**src/hdl/jsu_pkg.sv**
```systemverilog
// Shared types and constants for the JSON string unescaper.
// Holds the command record passed from the parser to the output expander.
// No dependencies.
package jsu_pkg;

    // Out-of-band result kinds, also the command kinds in the queue
    localparam logic [1:0] KIND_BYTE  = 2'd0;
    localparam logic [1:0] KIND_DONE  = 2'd1;
    localparam logic [1:0] KIND_ERROR = 2'd2;

    localparam int unsigned LENGTH_BITS = 16;
    localparam int unsigned ERR_W       = 3;
    localparam int unsigned BYTE_W      = 8;
    localparam int unsigned MAX_BYTES   = 4;
    localparam int unsigned IDX_W       = $clog2(MAX_BYTES);

    // Error codes carried with an error result
    localparam logic [ERR_W-1:0] ERR_NONE       = 3'd0;
    localparam logic [ERR_W-1:0] ERR_BAD_HEX    = 3'd1;
    localparam logic [ERR_W-1:0] ERR_BAD_PAIR   = 3'd2;
    localparam logic [ERR_W-1:0] ERR_BAD_ESCAPE = 3'd3;
    localparam logic [ERR_W-1:0] ERR_NO_CLOSE   = 3'd4;
    localparam logic [ERR_W-1:0] ERR_CONTROL    = 3'd5;
    localparam logic [ERR_W-1:0] ERR_NO_OPEN    = 3'd6;

    // m_tdata: out_byte, error_code, string_length, zero fill to whole bytes
    localparam int unsigned DATA_BITS   = BYTE_W + ERR_W + LENGTH_BITS;
    localparam int unsigned TDATA_W     = ((DATA_BITS + 7) / 8) * 8;

    localparam int unsigned FIFO_DEPTH  = 4;
    localparam int unsigned FIFO_AW     = $clog2(FIFO_DEPTH);
    localparam int unsigned FIFO_CW     = $clog2(FIFO_DEPTH + 1);

    typedef logic [MAX_BYTES-1:0][BYTE_W-1:0] byte_vec_t;

    typedef struct packed {
        logic [1:0]             kind;
        logic [IDX_W-1:0]       last_idx;  // number of bytes minus one
        byte_vec_t              bytes;
        logic [ERR_W-1:0]       err;
        logic [LENGTH_BITS-1:0] len;
    } cmd_t;

    typedef struct packed {
        logic [IDX_W-1:0] last_idx;
        byte_vec_t        bytes;
    } utf8_t;

    // UTF-8 encoding of one code point, up to four bytes
    function automatic utf8_t utf8_encode(input logic [20:0] u);
        utf8_t r;
        r.last_idx = '0;
        r.bytes    = '0;
        if (u <= 21'h00007F) begin
            r.bytes[0] = u[7:0];
        end else if (u <= 21'h0007FF) begin
            r.last_idx = IDX_W'(1);
            r.bytes[0] = {3'b110, u[10:6]};
            r.bytes[1] = {2'b10, u[5:0]};
        end else if (u <= 21'h00FFFF) begin
            r.last_idx = IDX_W'(2);
            r.bytes[0] = {4'b1110, u[15:12]};
            r.bytes[1] = {2'b10, u[11:6]};
            r.bytes[2] = {2'b10, u[5:0]};
        end else begin
            r.last_idx = IDX_W'(3);
            r.bytes[0] = {5'b11110, u[20:18]};
            r.bytes[1] = {2'b10, u[17:12]};
            r.bytes[2] = {2'b10, u[11:6]};
            r.bytes[3] = {2'b10, u[5:0]};
        end
        return r;
    endfunction

endpackage

```
**src/hdl/json_string_unescape_utf8_core.sv**
```systemverilog
// JSON string unescaper to UTF-8: top level.
// Input channel s_*: one byte of JSON text per transaction, starting at the
// opening quote; a zero byte marks end of text.
// Output channel m_*: decoded UTF-8 bytes (m_tuser 0), then one completion
// (m_tuser 1, carrying the saturated length) or one error (m_tuser 2, with
// its code). On an error, drop the bytes already passed for that string.
// m_tlast marks the final result caused by one input byte.
// The first result of a byte is written into the command queue and then
// loaded into the output register, where it drives m_tvalid.
// Throughput: one input byte per cycle while the output
// drains one result per cycle; a \u escape that expands to N UTF-8 bytes
// yields N results, one per byte, buffered by a four-entry command queue.
// When the receiver stalls, the queue fills and s_tready drops; nothing is
// lost. Reset (aresetn low, synchronous) empties the queue, clears the
// output valid flag and returns the parser to idle, awaiting an opening quote.
// Depends on jsu_pkg, jsu_front, jsu_fifo and jsu_back.
module json_string_unescape_utf8_core (
    input  logic                          aclk,
    input  logic                          aresetn,
    input  logic                          s_tvalid,
    output logic                          s_tready,
    input  logic [7:0]                    s_tdata,   // [7:0] in_byte
    output logic                          m_tvalid,
    input  logic                          m_tready,
    // [7:0] out_byte, [10:8] error_code, [26:11] string_length, rest zero
    output logic [jsu_pkg::TDATA_W-1:0]   m_tdata,
    output logic [1:0]                    m_tuser,   // [1:0] out_kind
    output logic                          m_tlast    // last_of_run
);

    jsu_pkg::cmd_t                     push_cmd;
    jsu_pkg::cmd_t                     head_cmd;
    logic                              push;
    logic                              pop;
    logic                              empty;
    logic                              full;
    logic [7:0]                        out_byte;
    logic [jsu_pkg::ERR_W-1:0]         out_err;
    logic [jsu_pkg::LENGTH_BITS-1:0]   out_len;

    jsu_front u_front (
        .aclk     (aclk),
        .aresetn  (aresetn),
        .in_valid (s_tvalid),
        .in_byte  (s_tdata),
        .cmd_full (full),
        .in_ready (s_tready),
        .cmd_push (push),
        .cmd      (push_cmd)
    );

    jsu_fifo u_fifo (
        .aclk      (aclk),
        .aresetn   (aresetn),
        .push      (push),
        .push_data (push_cmd),
        .pop       (pop),
        .head      (head_cmd),
        .empty     (empty),
        .full      (full)
    );

    jsu_back u_back (
        .aclk    (aclk),
        .aresetn (aresetn),
        .head    (head_cmd),
        .empty   (empty),
        .pop     (pop),
        .m_valid (m_tvalid),
        .m_ready (m_tready),
        .m_kind  (m_tuser),
        .m_byte  (out_byte),
        .m_err   (out_err),
        .m_len   (out_len),
        .m_last  (m_tlast)
    );

    assign m_tdata = jsu_pkg::TDATA_W'({out_len, out_err, out_byte});

endmodule

```
**src/hdl/jsu_front.sv**
```systemverilog
// Parser front end: accepts one text byte per cycle while the command queue is not full, and issues commands.
// Tracks escapes, \u groups and surrogate pairs; uses jsu_pkg.
module jsu_front (
    input  logic              aclk,
    input  logic              aresetn,
    input  logic              in_valid,
    input  logic [7:0]        in_byte,
    input  logic              cmd_full,
    output logic              in_ready,
    output logic              cmd_push,
    output jsu_pkg::cmd_t     cmd
);

    localparam logic [2:0] MODE_IDLE = 3'd0;
    localparam logic [2:0] MODE_STR  = 3'd1;
    localparam logic [2:0] MODE_ESC  = 3'd2;
    localparam logic [2:0] MODE_HEX1 = 3'd3;
    localparam logic [2:0] MODE_SBS  = 3'd4;
    localparam logic [2:0] MODE_SU   = 3'd5;
    localparam logic [2:0] MODE_HEX2 = 3'd6;

    localparam logic [7:0] CH_QUOTE = 8'h22;
    localparam logic [7:0] CH_BSL   = 8'h5C;
    localparam logic [7:0] CH_SLASH = 8'h2F;
    localparam logic [7:0] CH_B     = 8'h62;
    localparam logic [7:0] CH_F     = 8'h66;
    localparam logic [7:0] CH_N     = 8'h6E;
    localparam logic [7:0] CH_R     = 8'h72;
    localparam logic [7:0] CH_T     = 8'h74;
    localparam logic [7:0] CH_U     = 8'h75;
    localparam logic [7:0] CH_SPACE = 8'h20;

    localparam int unsigned LB = jsu_pkg::LENGTH_BITS;

    logic [2:0]    mode_reg,  mode_next;
    logic [15:0]   acc_reg,   acc_next;
    logic [9:0]    hs_reg,    hs_next;
    logic [1:0]    dcnt_reg,  dcnt_next;
    logic [LB-1:0] count_reg, count_next;

    logic          accept;

    assign in_ready = !cmd_full;
    assign accept   = in_valid && in_ready;

    // Hex digit decode: bit 4 flags a valid digit
    function automatic logic [4:0] hex_digit(input logic [7:0] c);
        logic [4:0] r;
        r = '0;
        if (c >= 8'h30 && c <= 8'h39) r = {1'b1, c[3:0]};
        else if ((c >= 8'h41 && c <= 8'h46) || (c >= 8'h61 && c <= 8'h66))
            r = {1'b1, c[3:0] + 4'd9};
        return r;
    endfunction

    always_comb begin
        logic          do_fail;
        logic [2:0]    fail_code;
        logic          do_emit;
        logic          do_done;
        jsu_pkg::utf8_t enc;
        logic [4:0]    hd;
        logic [15:0]   acc_new;
        logic [20:0]   cp;
        logic [LB:0]   sum;

        mode_next  = mode_reg;
        acc_next   = acc_reg;
        hs_next    = hs_reg;
        dcnt_next  = dcnt_reg;
        count_next = count_reg;
        do_fail    = 1'b0;
        fail_code  = '0;
        do_emit    = 1'b0;
        do_done    = 1'b0;
        enc        = '0;
        hd         = hex_digit(in_byte);
        acc_new    = {acc_reg[11:0], hd[3:0]};
        cp         = {5'd0, acc_new} + 21'h010000
                     + {1'b0, hs_reg, 10'd0} - 21'h00DC00;
        sum        = '0;

        unique case (mode_reg)
            MODE_STR: begin
                if (in_byte == CH_QUOTE) begin
                    do_done = 1'b1;
                end else if (in_byte == CH_BSL) begin
                    mode_next = MODE_ESC;
                end else if (in_byte == 8'h00) begin
                    do_fail   = 1'b1;
                    fail_code = jsu_pkg::ERR_NO_CLOSE;
                end else if (in_byte < CH_SPACE) begin
                    do_fail   = 1'b1;
                    fail_code = jsu_pkg::ERR_CONTROL;
                end else begin
                    do_emit        = 1'b1;
                    enc.bytes[0]   = in_byte;
                end
            end
            MODE_ESC: begin
                mode_next = MODE_STR;
                do_emit   = 1'b1;
                case (in_byte)
                    CH_QUOTE, CH_BSL, CH_SLASH: enc.bytes[0] = in_byte;
                    CH_B: enc.bytes[0] = 8'h08;
                    CH_F: enc.bytes[0] = 8'h0C;
                    CH_N: enc.bytes[0] = 8'h0A;
                    CH_R: enc.bytes[0] = 8'h0D;
                    CH_T: enc.bytes[0] = 8'h09;
                    CH_U: begin
                        do_emit   = 1'b0;
                        mode_next = MODE_HEX1;
                        acc_next  = '0;
                        dcnt_next = '0;
                    end
                    default: begin
                        do_emit   = 1'b0;
                        do_fail   = 1'b1;
                        fail_code = jsu_pkg::ERR_BAD_ESCAPE;
                    end
                endcase
            end
            MODE_HEX1, MODE_HEX2: begin
                if (!hd[4]) begin
                    do_fail   = 1'b1;
                    fail_code = jsu_pkg::ERR_BAD_HEX;
                end else if (dcnt_reg != 2'd3) begin
                    acc_next  = acc_new;
                    dcnt_next = dcnt_reg + 2'd1;
                end else begin
                    acc_next  = '0;
                    dcnt_next = '0;
                    if (mode_reg == MODE_HEX1) begin
                        if (acc_new[15:10] == 6'b110110) begin
                            hs_next   = acc_new[9:0];
                            mode_next = MODE_SBS;
                        end else begin
                            mode_next = MODE_STR;
                            do_emit   = 1'b1;
                            enc       = jsu_pkg::utf8_encode({5'd0, acc_new});
                        end
                    end else if (acc_new[15:10] != 6'b110111) begin
                        do_fail   = 1'b1;
                        fail_code = jsu_pkg::ERR_BAD_PAIR;
                    end else begin
                        hs_next   = '0;
                        mode_next = MODE_STR;
                        do_emit   = 1'b1;
                        enc       = jsu_pkg::utf8_encode(cp);
                    end
                end
            end
            MODE_SBS: begin
                if (in_byte != CH_BSL) begin
                    do_fail   = 1'b1;
                    fail_code = jsu_pkg::ERR_BAD_PAIR;
                end else begin
                    mode_next = MODE_SU;
                end
            end
            MODE_SU: begin
                if (in_byte != CH_U) begin
                    do_fail   = 1'b1;
                    fail_code = jsu_pkg::ERR_BAD_PAIR;
                end else begin
                    mode_next = MODE_HEX2;
                    acc_next  = '0;
                    dcnt_next = '0;
                end
            end
            default: begin
                if (in_byte != CH_QUOTE) begin
                    do_fail   = 1'b1;
                    fail_code = jsu_pkg::ERR_NO_OPEN;
                end else begin
                    mode_next  = MODE_STR;
                    acc_next   = '0;
                    hs_next    = '0;
                    dcnt_next  = '0;
                    count_next = '0;
                end
            end
        endcase

        // Saturating byte count
        if (do_emit) begin
            sum = {1'b0, count_reg} + (LB+1)'(enc.last_idx) + (LB+1)'(1);
            count_next = sum[LB] ? '1 : sum[LB-1:0];
        end

        if (do_fail || do_done) begin
            mode_next  = MODE_IDLE;
            acc_next   = '0;
            hs_next    = '0;
            dcnt_next  = '0;
            count_next = '0;
        end

        cmd          = '0;
        cmd.last_idx = enc.last_idx;
        cmd.bytes    = enc.bytes;
        if (do_done) begin
            cmd.kind     = jsu_pkg::KIND_DONE;
            cmd.last_idx = '0;
            cmd.len      = count_reg;  // length field is as wide as the counter
        end else if (do_fail) begin
            cmd.kind     = jsu_pkg::KIND_ERROR;
            cmd.last_idx = '0;
            cmd.bytes    = '0;
            cmd.err      = fail_code;
        end else begin
            cmd.kind     = jsu_pkg::KIND_BYTE;
        end
        cmd_push = accept && (do_emit || do_done || do_fail);
    end

    always_ff @(posedge aclk) begin
        if (!aresetn) begin
            mode_reg  <= MODE_IDLE;
            acc_reg   <= '0;
            hs_reg    <= '0;
            dcnt_reg  <= '0;
            count_reg <= '0;
        end else if (accept) begin
            mode_reg  <= mode_next;
            acc_reg   <= acc_next;
            hs_reg    <= hs_next;
            dcnt_reg  <= dcnt_next;
            count_reg <= count_next;
        end
    end

endmodule

```
**src/hdl/jsu_fifo.sv**
```systemverilog
// Short command queue between the parser and the output expander.
// Flop storage, one push and one pop per cycle; uses jsu_pkg.
module jsu_fifo (
    input  logic          aclk,
    input  logic          aresetn,
    input  logic          push,
    input  jsu_pkg::cmd_t push_data,
    input  logic          pop,
    output jsu_pkg::cmd_t head,
    output logic          empty,
    output logic          full
);

    jsu_pkg::cmd_t                   mem_reg [jsu_pkg::FIFO_DEPTH];
    logic [jsu_pkg::FIFO_AW-1:0]     wr_reg, wr_next;
    logic [jsu_pkg::FIFO_AW-1:0]     rd_reg, rd_next;
    logic [jsu_pkg::FIFO_CW-1:0]     cnt_reg, cnt_next;

    assign empty = (cnt_reg == '0);
    assign full  = (cnt_reg == jsu_pkg::FIFO_CW'(jsu_pkg::FIFO_DEPTH));
    assign head  = mem_reg[rd_reg];

    always_comb begin
        wr_next  = push ? wr_reg + jsu_pkg::FIFO_AW'(1) : wr_reg;
        rd_next  = pop  ? rd_reg + jsu_pkg::FIFO_AW'(1) : rd_reg;
        cnt_next = cnt_reg;
        if (push && !pop)      cnt_next = cnt_reg + jsu_pkg::FIFO_CW'(1);
        else if (pop && !push) cnt_next = cnt_reg - jsu_pkg::FIFO_CW'(1);
    end

    always_ff @(posedge aclk) begin
        if (!aresetn) begin
            wr_reg  <= '0;
            rd_reg  <= '0;
            cnt_reg <= '0;
        end else begin
            wr_reg  <= wr_next;
            rd_reg  <= rd_next;
            cnt_reg <= cnt_next;
        end
    end

    always_ff @(posedge aclk) begin
        if (push) mem_reg[wr_reg] <= push_data;
    end

endmodule

```
**src/hdl/jsu_back.sv**
```systemverilog
// Output expander: turns each queued command into one to four results.
// Drives the registered result channel; uses jsu_pkg.
module jsu_back (
    input  logic                               aclk,
    input  logic                               aresetn,
    input  jsu_pkg::cmd_t                      head,
    input  logic                               empty,
    output logic                               pop,
    output logic                               m_valid,
    input  logic                               m_ready,
    output logic [1:0]                         m_kind,
    output logic [7:0]                         m_byte,
    output logic [jsu_pkg::ERR_W-1:0]          m_err,
    output logic [jsu_pkg::LENGTH_BITS-1:0]    m_len,
    output logic                               m_last
);

    logic                               valid_reg, valid_next;
    logic [jsu_pkg::IDX_W-1:0]          idx_reg, idx_next;
    logic [1:0]                         kind_reg;
    logic [7:0]                         byte_reg;
    logic [jsu_pkg::ERR_W-1:0]          err_reg;
    logic [jsu_pkg::LENGTH_BITS-1:0]    len_reg;
    logic                               last_reg;
    logic                               out_free;
    logic                               load;
    logic                               at_last;

    assign out_free = !valid_reg || m_ready;
    assign load     = out_free && !empty;
    assign at_last  = (idx_reg == head.last_idx);
    assign pop      = load && at_last;

    always_comb begin
        valid_next = valid_reg;
        idx_next   = idx_reg;
        if (out_free) valid_next = !empty;
        if (load)     idx_next   = at_last ? '0 : idx_reg + jsu_pkg::IDX_W'(1);
    end

    always_ff @(posedge aclk) begin
        if (!aresetn) begin
            valid_reg <= 1'b0;
            idx_reg   <= '0;
        end else begin
            valid_reg <= valid_next;
            idx_reg   <= idx_next;
        end
    end

    always_ff @(posedge aclk) begin
        if (load) begin
            kind_reg <= head.kind;
            byte_reg <= head.bytes[idx_reg];
            err_reg  <= head.err;
            len_reg  <= head.len;
            last_reg <= at_last;
        end
    end

    assign m_valid = valid_reg;
    assign m_kind  = kind_reg;
    assign m_byte  = byte_reg;
    assign m_err   = err_reg;
    assign m_len   = len_reg;
    assign m_last  = last_reg;

    a_status_is_last: assert property (@(posedge aclk) disable iff (!aresetn)
        valid_reg && kind_reg != jsu_pkg::KIND_BYTE |-> last_reg)
        else $error("completion or error result without tlast");

    a_partial_keeps_head: assert property (@(posedge aclk) disable iff (!aresetn)
        idx_reg != '0 |-> !empty)
        else $error("command left the queue before all bytes were sent");

    a_idx_in_range: assert property (@(posedge aclk) disable iff (!aresetn)
        !empty |-> idx_reg <= head.last_idx)
        else $error("byte index beyond command length");

    a_reset_idle: assert property (@(posedge aclk)
        !aresetn |=> !valid_reg)
        else $error("result valid straight after reset");

endmodule
```
**config.mk**
```make
export PLATFORM = sky130hd
export DESIGN_NAME = json_string_unescape_utf8_core
export DESIGN_NICKNAME = d
export VERILOG_FILES = /design/src/hdl/jsu_pkg.sv /design/src/hdl/json_string_unescape_utf8_core.sv /design/src/hdl/jsu_front.sv /design/src/hdl/jsu_fifo.sv /design/src/hdl/jsu_back.sv
export SDC_FILE = /design/constraint.sdc
export NUM_CORES = 1
export LEC_CHECK = 0
export BUFFER_PORTS_ARGS = -buffer_cell sky130_fd_sc_hd__clkbuf_2
export CAP_MARGIN = 10
export CELL_PAD_IN_SITES_DETAIL_PLACEMENT = 1
export CELL_PAD_IN_SITES_GLOBAL_PLACEMENT = 1
export CORE_MARGIN = 2
export CORE_UTILIZATION = 50
export CTS_BUF_LIST = sky130_fd_sc_hd__clkbuf_4
export DETAILED_ROUTE_END_ITERATION = 8
export PLACE_DENSITY = 0.76
export SYNTH_ARGS = -nofsm -noshare
export SYNTH_HDL_FRONTEND = slang
export SYNTH_SLANG_ARGS = --single-unit
```
**constraint.sdc**
```tcl
create_clock -name aclk -period 6.6 [get_ports aclk]
set_input_delay 1.32 -clock aclk [delete_from_list [all_inputs] [get_ports aclk]]
set_output_delay 1.32 -clock aclk [all_outputs]
set_load 0.05 [all_outputs]
```
======== After elaboration in Yosys (flattened, before gate mapping) ========
Memory sizes are Yosys's and may differ from the RTL's. A register that Yosys moved wholly into a read port is not among the register bits.
Index checks and enable logic that the tools add are counted.
operators by class
  add/subtract/negate cells ............... 12
  equal/unequal tests ..................... 39
  order comparisons ....................... 13
  muxes and demuxes ....................... 145
  reduce and logical (&&, ||, !) cells .... 33
operators by type and width
  operator                                                count
  2-to-1 mux 16 bit                                       21
  2-to-1 mux 24 bit                                       14
  2-to-1 mux 34 bit                                       5
  2-to-1 mux 26 bit                                       3
  2-to-1 mux 8 bit                                        9
  2-to-1 mux 10 bit                                       7
  2-to-1 mux 3 bit                                        21
  2-to-1 mux 12 bit                                       5
  equality test 8 x 7 -> 1 bit (second input constant)    7
  one-hot mux 12 bit (4 select lines)                     1
  one-hot mux 8 bit (6 select lines)                      1
  2-to-1 mux 37 bit                                       1
  2-to-1 mux 35 bit                                       1
  2-to-1 mux 2 bit                                        17
  one-hot mux 3 bit (5 select lines)                      2
  2-to-1 mux 1 bit                                        27
  one-hot mux 8 bit (3 select lines)                      1
  2-to-1 mux 22 bit                                       1
  adder 21 x 20 -> 21 bit                                 1
  <= comparator 21 x 11 -> 1 bit (second input constant)  1
  <= comparator 21 x 16 -> 1 bit (second input constant)  1
  <= comparator 21 x 7 -> 1 bit (second input constant)   1
  subtractor 21 x 16 -> 21 bit (second input constant)    1
  one-hot mux 10 bit (2 select lines)                     1
  55 further kinds                                        92
storage, ports and cells
  word-level logic and storage cells ...... 258
  memory bits (writable) .................. 220
  memories ................................ 1
  bits of input ports ..................... 12
  register bits after elaboration ......... 83
memory list
  name            depth  bits a word  read ports  clocked after memory_dff  write ports  line            RTL
  u_fifo.mem_reg  4      55           1           1                         1            jsu_fifo.sv:14  jsu_pkg::cmd_t mem_reg [jsu_pkg::FIFO_DEPTH];

======== Depth between registers and ports, before layout ========
Gate-level depths: netlist of run 1.
  word-level depth ........................ 35
  mapped depth ............................ 25

======== Hierarchy ========
A second synthesis of run 1 with hierarchy kept.
second synthesis, totals
  cells, all modules ...................... 1007
  area total of the unflattened synthesis .. 14291.2 um^2
modules (own cells, without submodules)
  module                          cells each  area an instance (um^2)  instances
  jsu_fifo                        330         8450.6                   1
  jsu_front                       608         4494.3                   1
  jsu_back                        63          1305.0                   1
  json_string_unescape_utf8_core  6           41.3                     1

======== Least setup slack after synthesis of run 1 ========
OpenSTA, ideal clock, no wires.
  path type ............................... flip-flop to flip-flop
  start ................................... register u_front.acc_reg[6]
  end ..................................... register u_front.count_reg[2]
  data required time ...................... 6.536 ns
  cell stages (with the launch flop) ...... 26
  library setup time ...................... 0.064 ns
  period minus slack after synthesis ...... 5.015 ns
  setup slack ............................. 1.585 ns
  arrival ................................. 4.951 ns
  cell sequence ........................... dfxtp_1 clkbuf_1 inv_1 ha_1 inv_1 ha_1 fa_1 a211oi_1 o21bai_1 o21ai_0 a2bb2oi_1 and2_1 clkbuf_1 a21oi_1 o2bb2ai_1 nand2_1 ha_1 fa_1 nor4_1 and3_1 nand2b_1 buf_1 clkbuf_1 a31oi_1 o21ai_1 nor2_1
on the way
  cells in the longest elaborated chain, start to end .. 17
  elaborated cells between the ends (all ways) .. 41
RTL lines
  what                            line              RTL
  start: declaration              jsu_front.sv:36   logic [15:0] acc_reg, acc_next;
  start signal: assignment        jsu_front.sv:226  acc_reg <= acc_next;
  adder 16 x 17 -> 18 bit         jsu_front.sv:79   cp = {5'd0, acc_new} + 21'h010000
  adder 21 x 20 -> 21 bit         jsu_front.sv:80   + {1'b0, hs_reg, 10'd0} - 21'h00DC00;
  subtractor 21 x 16 -> 21 bit    jsu_front.sv:80
  <= comparator 21 x 16 -> 1 bit  jsu_pkg.sv:60     end else if (u <= 21'h00FFFF) begin
  2-to-1 mux 1 bit                jsu_pkg.sv:60
  2-to-1 mux 2 bit                jsu_pkg.sv:56     end else if (u <= 21'h0007FF) begin
  2-to-1 mux 26 bit               jsu_pkg.sv:54     if (u <= 21'h00007F) begin
  2-to-1 mux 34 bit               jsu_front.sv:142  end else if (acc_new[15:10] != 6'b110111) begin
  2-to-1 mux 34 bit               jsu_front.sv:133  if (mode_reg == MODE_HEX1) begin
  2-to-1 mux 34 bit               jsu_front.sv:127  end else if (dcnt_reg != 2'd3) begin
  2-to-1 mux 34 bit               jsu_front.sv:124  if (!hd[4]) begin
  2-to-1 mux 26 bit               jsu_front.sv:83   unique case (mode_reg)
  adder 16 x 2 -> 17 bit          jsu_front.sv:187  sum = {1'b0, count_reg} + (LB+1)'(enc.last_idx) + (LB+1)'(1);
  adder 17 x 1 -> 17 bit          jsu_front.sv:187
  2-to-1 mux 16 bit               jsu_front.sv:188  count_next = sum[LB] ? '1 : sum[LB-1:0];
  2-to-1 mux 16 bit               jsu_front.sv:186  if (do_emit) begin
  2-to-1 mux 16 bit               jsu_front.sv:191  if (do_fail || do_done) begin
  end signal: assignment          jsu_front.sv:229  count_reg <= count_next;
  end: declaration                jsu_front.sv:39   logic [LB-1:0] count_reg, count_next;
Parallel ways exist; a longest one is shown, timed or not.
A chain may end at the register's enable or synchronous reset.

======== Worst setup path in the final report of run 1 ========
  start ................................... register u_front.acc_reg[7]
  end ..................................... register u_front.count_reg[15]
Same word-level chain as after synthesis.

==> results.md, run 1 <==
* Status: complete, no violations
* Cells after Synth at 990
* Post-DP Area at 14100 um^2
* Critical Path RT at 7.16 ns
* Top cell type's share of synthesized area at 0.529
* Ys async rst share at 0
* Number of DRC markers in iteration 0 at slightly above 800
* Reg2reg start: u_front.acc_reg[7]
* MaxCap Viol Count at 0
* Top cell type by total area after synthesis: edfxtp_1
* Cell Rows at 60
* Final setup skew at 0.0300 ns
* Place WS at 0.809 ns
* Antenna viol nets, final at 0
* Uppermost routed layer: met5
* Final setup vio count at 0
* Worst rel slew slack at 0.302
* Die ar. at around 28000 um^2
* Min-Delay Startpoint: u_front.hs_reg[0]
* Ys flop type: edfxtp_1
* Crit start category: flop
* Worst Hold Depth at 2
* First-pass GRT wire length at roughly 53000 um
* Final Util at 0.563
* WL per Instance at 22.8 um
* Die width at approximately 170 um
* CTS max path bufs at 3
* RSZ-0062 raised after global routing: no
* Sequential element share of the synthesized area at 0.611
* Max FFs per register at 208
* Critical Path AT at 6.27 ns
* RR Endpoint: u_front.count_reg[15]
* Initial Util at 0.505
* Initial antenna violation count at 3
* Final Worst Setup Slack at roughly 0.9 ns
* Largest net degree at the start of global routing at 44
* Metal-1 WL at approximately 15000 um
* Netlist Area Pre-Place at 13500 um^2
* Register-to-Register Path Depth at 19
* # port buffers at 43
* Synth area leaders: edfxtp_1 53%, mux4_2 9.8%, dfxtp_1 8.2%
* Vias at 8868
* Least-Margin Pin Slew at 1.05 ns
* Core Area at 26700 um^2
* Leak at between 5 and 6 nW
* Synthesized area per cell at 13.6 um^2
* Placed cell count at 1334
* WL met2 at 15500 um
* Period utilization at 0.865
* CTS tree: yes
* Hold_ws at about 0.45 ns
* EDFF count, synth at 238
* Final non-filler cell area at roughly 15000 um^2
* Cts hold-fix bufs at 0
* Io pins at 49
* Routability cong. at 0.995
* Min-delay worst type: flop to flop
* Clock latency on the worst-skew pair at 0.69 ns
* Layout cells sized above 1 at 0.242
* HPWL reported at the end of detailed placement at ~23000 um
* Kind of critical path: flop to flop
* FF-to-FF setup slack at ~0.9 ns
* # nets final at 1108
* Max-slew violation count at 0
* Setup_tns at 0 ns
* Vias in the first global route at ~9400
* Final Power at roughly 5.0 mW
* Clk pin slew, worst setup/hold paths at around 0.070 ns
* Hold EP: u_front.hs_reg[0]
* Vias per cell at 6.02
* Drc violations at 0
* Final Hold Vio Count at 0
* Final wirelength at 33500 um
* Worst-path maximum fanout at 10
* Fin cells at 1473
* Fmax at approximately 180 MHz
* CTS buffer count at between 70 and 80
* Die height at 168 um
* #FFs+latches synth at 293
* Min Tclk post-route at 5.71 ns
* P per Cell Area at 335 nW/um^2
* Yosys warns at 0
* CP endpoint kind: flop
* Root buffer cell: clkbuf_4
* Gr usage total at 0.243
* Max rail drop VDD at 0.370 mV
* Routed wl met3 at 1950 um
* Total setup buffers inserted after CTS at 0
* Post-CTS Resized at 0
* Netlist cell types at 83
* Gr ovfl total at 0
* H-tree levels at 3
* TritonRoute pass-1 iters at 5
* Area added between synthesis and finish at 11.5%
* Sink Count at 293
==> layout make-up <==
| class | instances | area (um^2) |
|---|---|---|
| antenna | 3 | 7.51 |
| multi-input combinational | 607 | 4910 |
| clock inverter | 26 | 148 |
| timing repair buffer | 62 | 370 |
| fill | 2691 | 11700 |
| clock buffer | 110 | 826 |
| tap | 341 | 427 |
| sequential | 293 | 8250 |
| inverter | 31 | 116 |
==> Yosys cell counts, drive strengths merged (10+ instances only) <==
library cell  instances
nand2                65
edfxtp              238
nand4                13
o21ai                55
inv                  31
buf                  20
nor2                 52
a22o                 10
and3                 22
a21oi                51
ha                   24
nor3                 18
and2                 16
clkbuf               43
mux4                 59
nor2b                13
nand3                37
a211oi               14
dfxtp                55
a31oi                18
==> layout by cell type, fill, tap and decap left out, drive strengths merged, types with 6 or more instances in the layout <==
cell type / netlist / layout
edfxtp: 238 / 238
clkbuf: 43 / 153
nand2: 65 / 65
mux4: 59 / 59
dfxtp: 55 / 55
o21ai: 55 / 55
nor2: 52 / 52
a21oi: 51 / 51
nand3: 37 / 37
inv: 31 / 34
ha: 24 / 24
and3: 22 / 22
clkinv: 0 / 20
buf: 20 / 19
a31oi: 18 / 18
nor3: 18 / 18
and2: 16 / 16
a211oi: 14 / 14
nor2b: 13 / 13
nand4: 13 / 13
a22o: 10 / 10
o211ai: 9 / 9
o221a: 9 / 9
xor2: 8 / 8
or2: 7 / 7
a21o: 6 / 6
o31ai: 6 / 6
a21boi: 6 / 6
==> layer usage <==
metal | vias up | GRT usage
met1 | 4485 | 0.342
met3 | 53 | 0.0569
met4 | 2 | 0.0783
met5 | - | 0.0139
li1 | 4077 | -
met2 | 251 | 0.377
==> where the power goes <==
group | switching (mW) | leakage (nW) | internal [mW]
registers | 0.113 | 2.75 | 2.29
logic | 0.759 | 2.08 | 0.336
clock network | 0.738 | 0.570 | 0.812
==> kinds of logic after synthesis <==
| kind of cell | share of synthesized area |
|---|---|
| AO/OA/AOI/OAI | 0.115 |
| adder cells (fa/ha/maj) | 0.0267 |
| flip-flops | 0.611 |
| multiplexers | 0.102 |
| other | 0.000278 |
| XOR/XNOR | 0.00843 |
| AND/OR/NAND/NOR | 0.108 |
| buffers and inverters | 0.0283 |
==> critical path: stages (launching register included) <==
cell,delay [ns]
dfxtp_1,0.50
ha_1,0.30
ha_1,0.24
fa_1,0.43
a211oi_1,0.26
o21bai_1,0.15
a2111o_1,0.44
a2bb2oi_1,0.26
and2_1,0.38
a21oi_1,0.15
o21ai_0,0.63
inv_1,0.11
ha_1,0.30
a21o_1,0.13
nor2b_1,0.30
nand3_1,0.18
nor2_1,0.24
and3_1,0.23
a21oi_1,0.09
o221a_1,0.29
==> worst max path at each step <==
stage / start / endpoint / slack (ns) / depth (start not counted)
6_report: u_front.acc_reg[7] / u_front.count_reg[15] / 0.89 / 19
5_1_grt: u_front.acc_reg[7] / u_front.count_reg[15] / 0.49 / 19
4_1_cts: u_front.acc_reg[7] / u_front.count_reg[15] / 0.95 / 19
3_5_place_dp: s_tdata[4] / u_front.count_reg[6] / 0.81 / 13
3_3_place_gp: s_tdata[4] / u_front.count_reg[6] / 1.03 / 13
2_1_floorplan: u_front.acc_reg[6] / u_front.count_reg[2] / 1.58 / 25
(Power assumes the default switching activity.)
==> run 2: changes to the inputs <==
clock period = 7.2 ns   (was 6.6 ns; I/O delays follow)
==> results.md, run 2 (synthesis results as in run 1) <==
* Final wirelength at 34500 um (was 33500 um)
* Post-DP Area at 14000 um^2 (was 14100 um^2)
* Post-CTS Resized at 0 (unchanged)
* CP peak stage delay at 0.55 ns (was 0.63 ns)
* Setup_tns at 0 ns (unchanged)
* Area added between synthesis and finish at 11.4% (was 11.5%)
* GRT met1 Usage at 0.347 (was 0.342)
* Cell Rows at 60 (unchanged)
* HPWL reported at the end of detailed placement at 22600 um (about the same)
* CP dominant cell by count: ha_1 (unchanged)
* Least-Margin Pin Slew at 1.07 ns (was 1.05 ns)
* # port buffers at 43 (unchanged)
* Commonest non-fill, non-tap cells in the layout: 238 x edfxtp_1, 115 x clkbuf_4, 65 x nand2_1 (was 238 x edfxtp_1, 110 x clkbuf_4, 65 x nand2_1)
* H-tree levels at 3 (unchanged)
* Die ar. at 28300 um^2 (unchanged)
* Sink Count at 293 (unchanged)
* Worst Hold Depth at 2 (unchanged)
* P per Cell Area at 315 nW/um^2 (was 335 nW/um^2)
* Cts hold-fix bufs at 0 (unchanged)
* Leak at 5.39 nW (was 5.40 nW)
* WL per Instance at 23.7 um (was 22.8 um)
* Layout cells sized above 1 at 0.244 (was 0.242)
* MaxCap Viol Count at 0 (unchanged)
* Min Tclk post-route at 6.01 ns (was 5.71 ns)
* Final Power at 4.73 mW (was 5.05 mW)
* Worst Path Buf+Inv at 0 (was 1)
* CTS tree: yes (unchanged)
* Gr ovfl total at 0 (unchanged)
* Core Area at 26700 um^2 (unchanged)
* Area of the multi-input gates at 4910 um^2 (unchanged)
* Root buffer cell: clkbuf_4 (unchanged)
* Die height at 168 um (unchanged)
* Clock latency on the worst-skew pair at 0.70 ns (was 0.69 ns)
* Place WS at 1.11 ns (was 0.809 ns)
* Register-to-Register Path Depth at 19 (unchanged)
* Largest net degree at the start of global routing at 48 (was 44)
* Max-slew violation count at 0 (unchanged)
* Cell Chain, Critical Path: ha_1 -> ha_1 -> fa_1 -> a211oi_1 -> o21bai_1 -> o21ai_0 -> a2bb2oi_1 -> and2_1 -> a21oi_1 -> o2bb2ai_1 -> nand2_1 -> ha_1 -> fa_1 -> nor4_1 -> and3_1 -> nand2b_1 -> a41oi_1 -> o21ai_1 -> nor2_1 (was ha_1 -> ha_1 -> fa_1 -> a211oi_1 -> o21bai_1 -> a2111o_1 -> a2bb2oi_1 -> and2_1 -> a21oi_1 -> o21ai_0 -> inv_1 -> ha_1 -> a21o_1 -> nor2b_1 -> nand3_1 -> nor2_1 -> and3_1 -> a21oi_1 -> o221a_1)
* Final non-filler cell area at 15000 um^2 (was 15100 um^2)
* Clk pin slew, worst setup/hold paths at 0.06 ns (was 0.07 ns)
* First-pass GRT wire length at 53700 um (was 53200 um)
* Max FFs per register at 208 (unchanged)
* Io pins at 49 (unchanged)
* CP endpoint kind: flop (unchanged)
* Vias at 8958 (was 8868)
* CTS buffer count at 74 (unchanged)
* Worst-path maximum fanout at 18 (was 10)
* Fmax at 166 MHz (was 175 MHz)
* Final setup vio count at 0 (unchanged)
* Antenna viol nets, final at 0 (unchanged)
* Routability cong. at 0.934 (was 0.995)
* Initial antenna violation count at 3 (unchanged)
* Fill cells at 2647 (was 2691)
* Kind of critical path: flop to flop (unchanged)
* Number of DRC markers in iteration 0 at 620 (was 805)
* CTS max path bufs at 3 (unchanged)
* RSZ-0062 raised after global routing: no (unchanged)
* Final Worst Setup Slack at 1.19 ns (was 0.891 ns)
* Vias in the first global route at 9341 (was 9373)
* FF-to-FF setup slack at 1.19 ns (was 0.89 ns)
* TritonRoute pass-1 iters at 5 (unchanged)
* Critical path depth at 19 (unchanged)
* Reg area at 8250 um^2 (unchanged)
* Slowest-stage cell, CP: a21oi_1 (was o21ai_0)
* Drc violations at 0 (unchanged)
* Most common cell after layout, fill and taps aside: edfxtp_1 (unchanged)
* Crit-path leading delay family: compound AO/OA/AOI/OAI gates (unchanged)
* Die width at 168 um (unchanged)
* Max rail drop VDD at 0.279 mV (was 0.370 mV)
* Crit start category: flop (unchanged)
* GR Util met2 at 0.398 (was 0.377)
* Gr usage total at 0.248 (was 0.243)
* Status: complete, no violations (unchanged)
* Critical Path RT at 7.83 ns (was 7.16 ns)
* Vias per cell at 6.14 (was 6.02)
* Period utilization at 0.835 (was 0.865)
* GRT busiest layer: met2 (unchanged)
* M3 GR Usage at 0.0461 (was 0.0569)
* # nets final at 1103 (was 1108)
* Final setup skew at 0.0581 ns (was 0.0300 ns)
* Initial Util at 0.505 (unchanged)
* Total setup buffers inserted after CTS at 0 (unchanged)
* Final Hold Vio Count at 0 (unchanged)
* Min-delay worst type: flop to flop (unchanged)
* Critical Path AT at 6.64 ns (was 6.27 ns)
* Worst rel slew slack at 0.282 (was 0.302)
==> run 2: cell types whose count changed in the layout (fill, tap and decap cells not counted), sizes merged <==
cell and change:
inv -1, clkbuf +5, clkinv -14, buf -5
clkinvlp -1, bufinv +2, diode -1
==> run 2: stage by stage <==
stage          cells  hold WS, ns  utilization
2_1_floorplan    994        0.428            -
3_3_place_gp    1329        0.438        0.525
3_5_place_dp    1329        0.454        0.525
4_1_cts         1456        0.462        0.562
5_1_grt         1458        0.486        0.563
6_report        1458        0.458        0.563
==> run 2: routing by layer <==
metal  wire length (um)  vias up  share of wire
met1              15400     4577           0.45
met3               1980       51          0.057
met5                 11        -        0.00032
met4                659        2          0.019
met2              16400      268           0.48
li1                   -     4060              -
==> run 2: final cells by class <==
cell class	instances	area share
repair buffers	57	0.0213
clock buffers	115	0.0574
multi-input cells	607	0.326
well taps	341	0.0284
diodes	2	0.000333
clock inverters	12	0.00949
flip-flops and latches	293	0.549
inverters	31	0.00774
==> run 2: power by group <==
part           total [mW]  internal, mW  switching (mW)
Combinational        1.01         0.303           0.708
Clock                1.51         0.834           0.678
Sequential           2.21          2.10           0.107
Total                4.73          3.24            1.49
==> run 2: tightest hold or removal path, stage by stage, from the launching register on <==
cell and delay [ns]:
dfxtp_1 0.31, nand2_1 0.06, o21ai_1 0.05
==> run 2: path summary, 6_finish.rpt <==
check | start | to
max | u_front.acc_reg[7] | u_front.count_reg[6]
min | u_front.hs_reg[5] | u_front.hs_reg[5]
max reg2reg | u_front.acc_reg[7] | u_front.count_reg[6]
min reg2reg | u_front.hs_reg[5] | u_front.hs_reg[5]
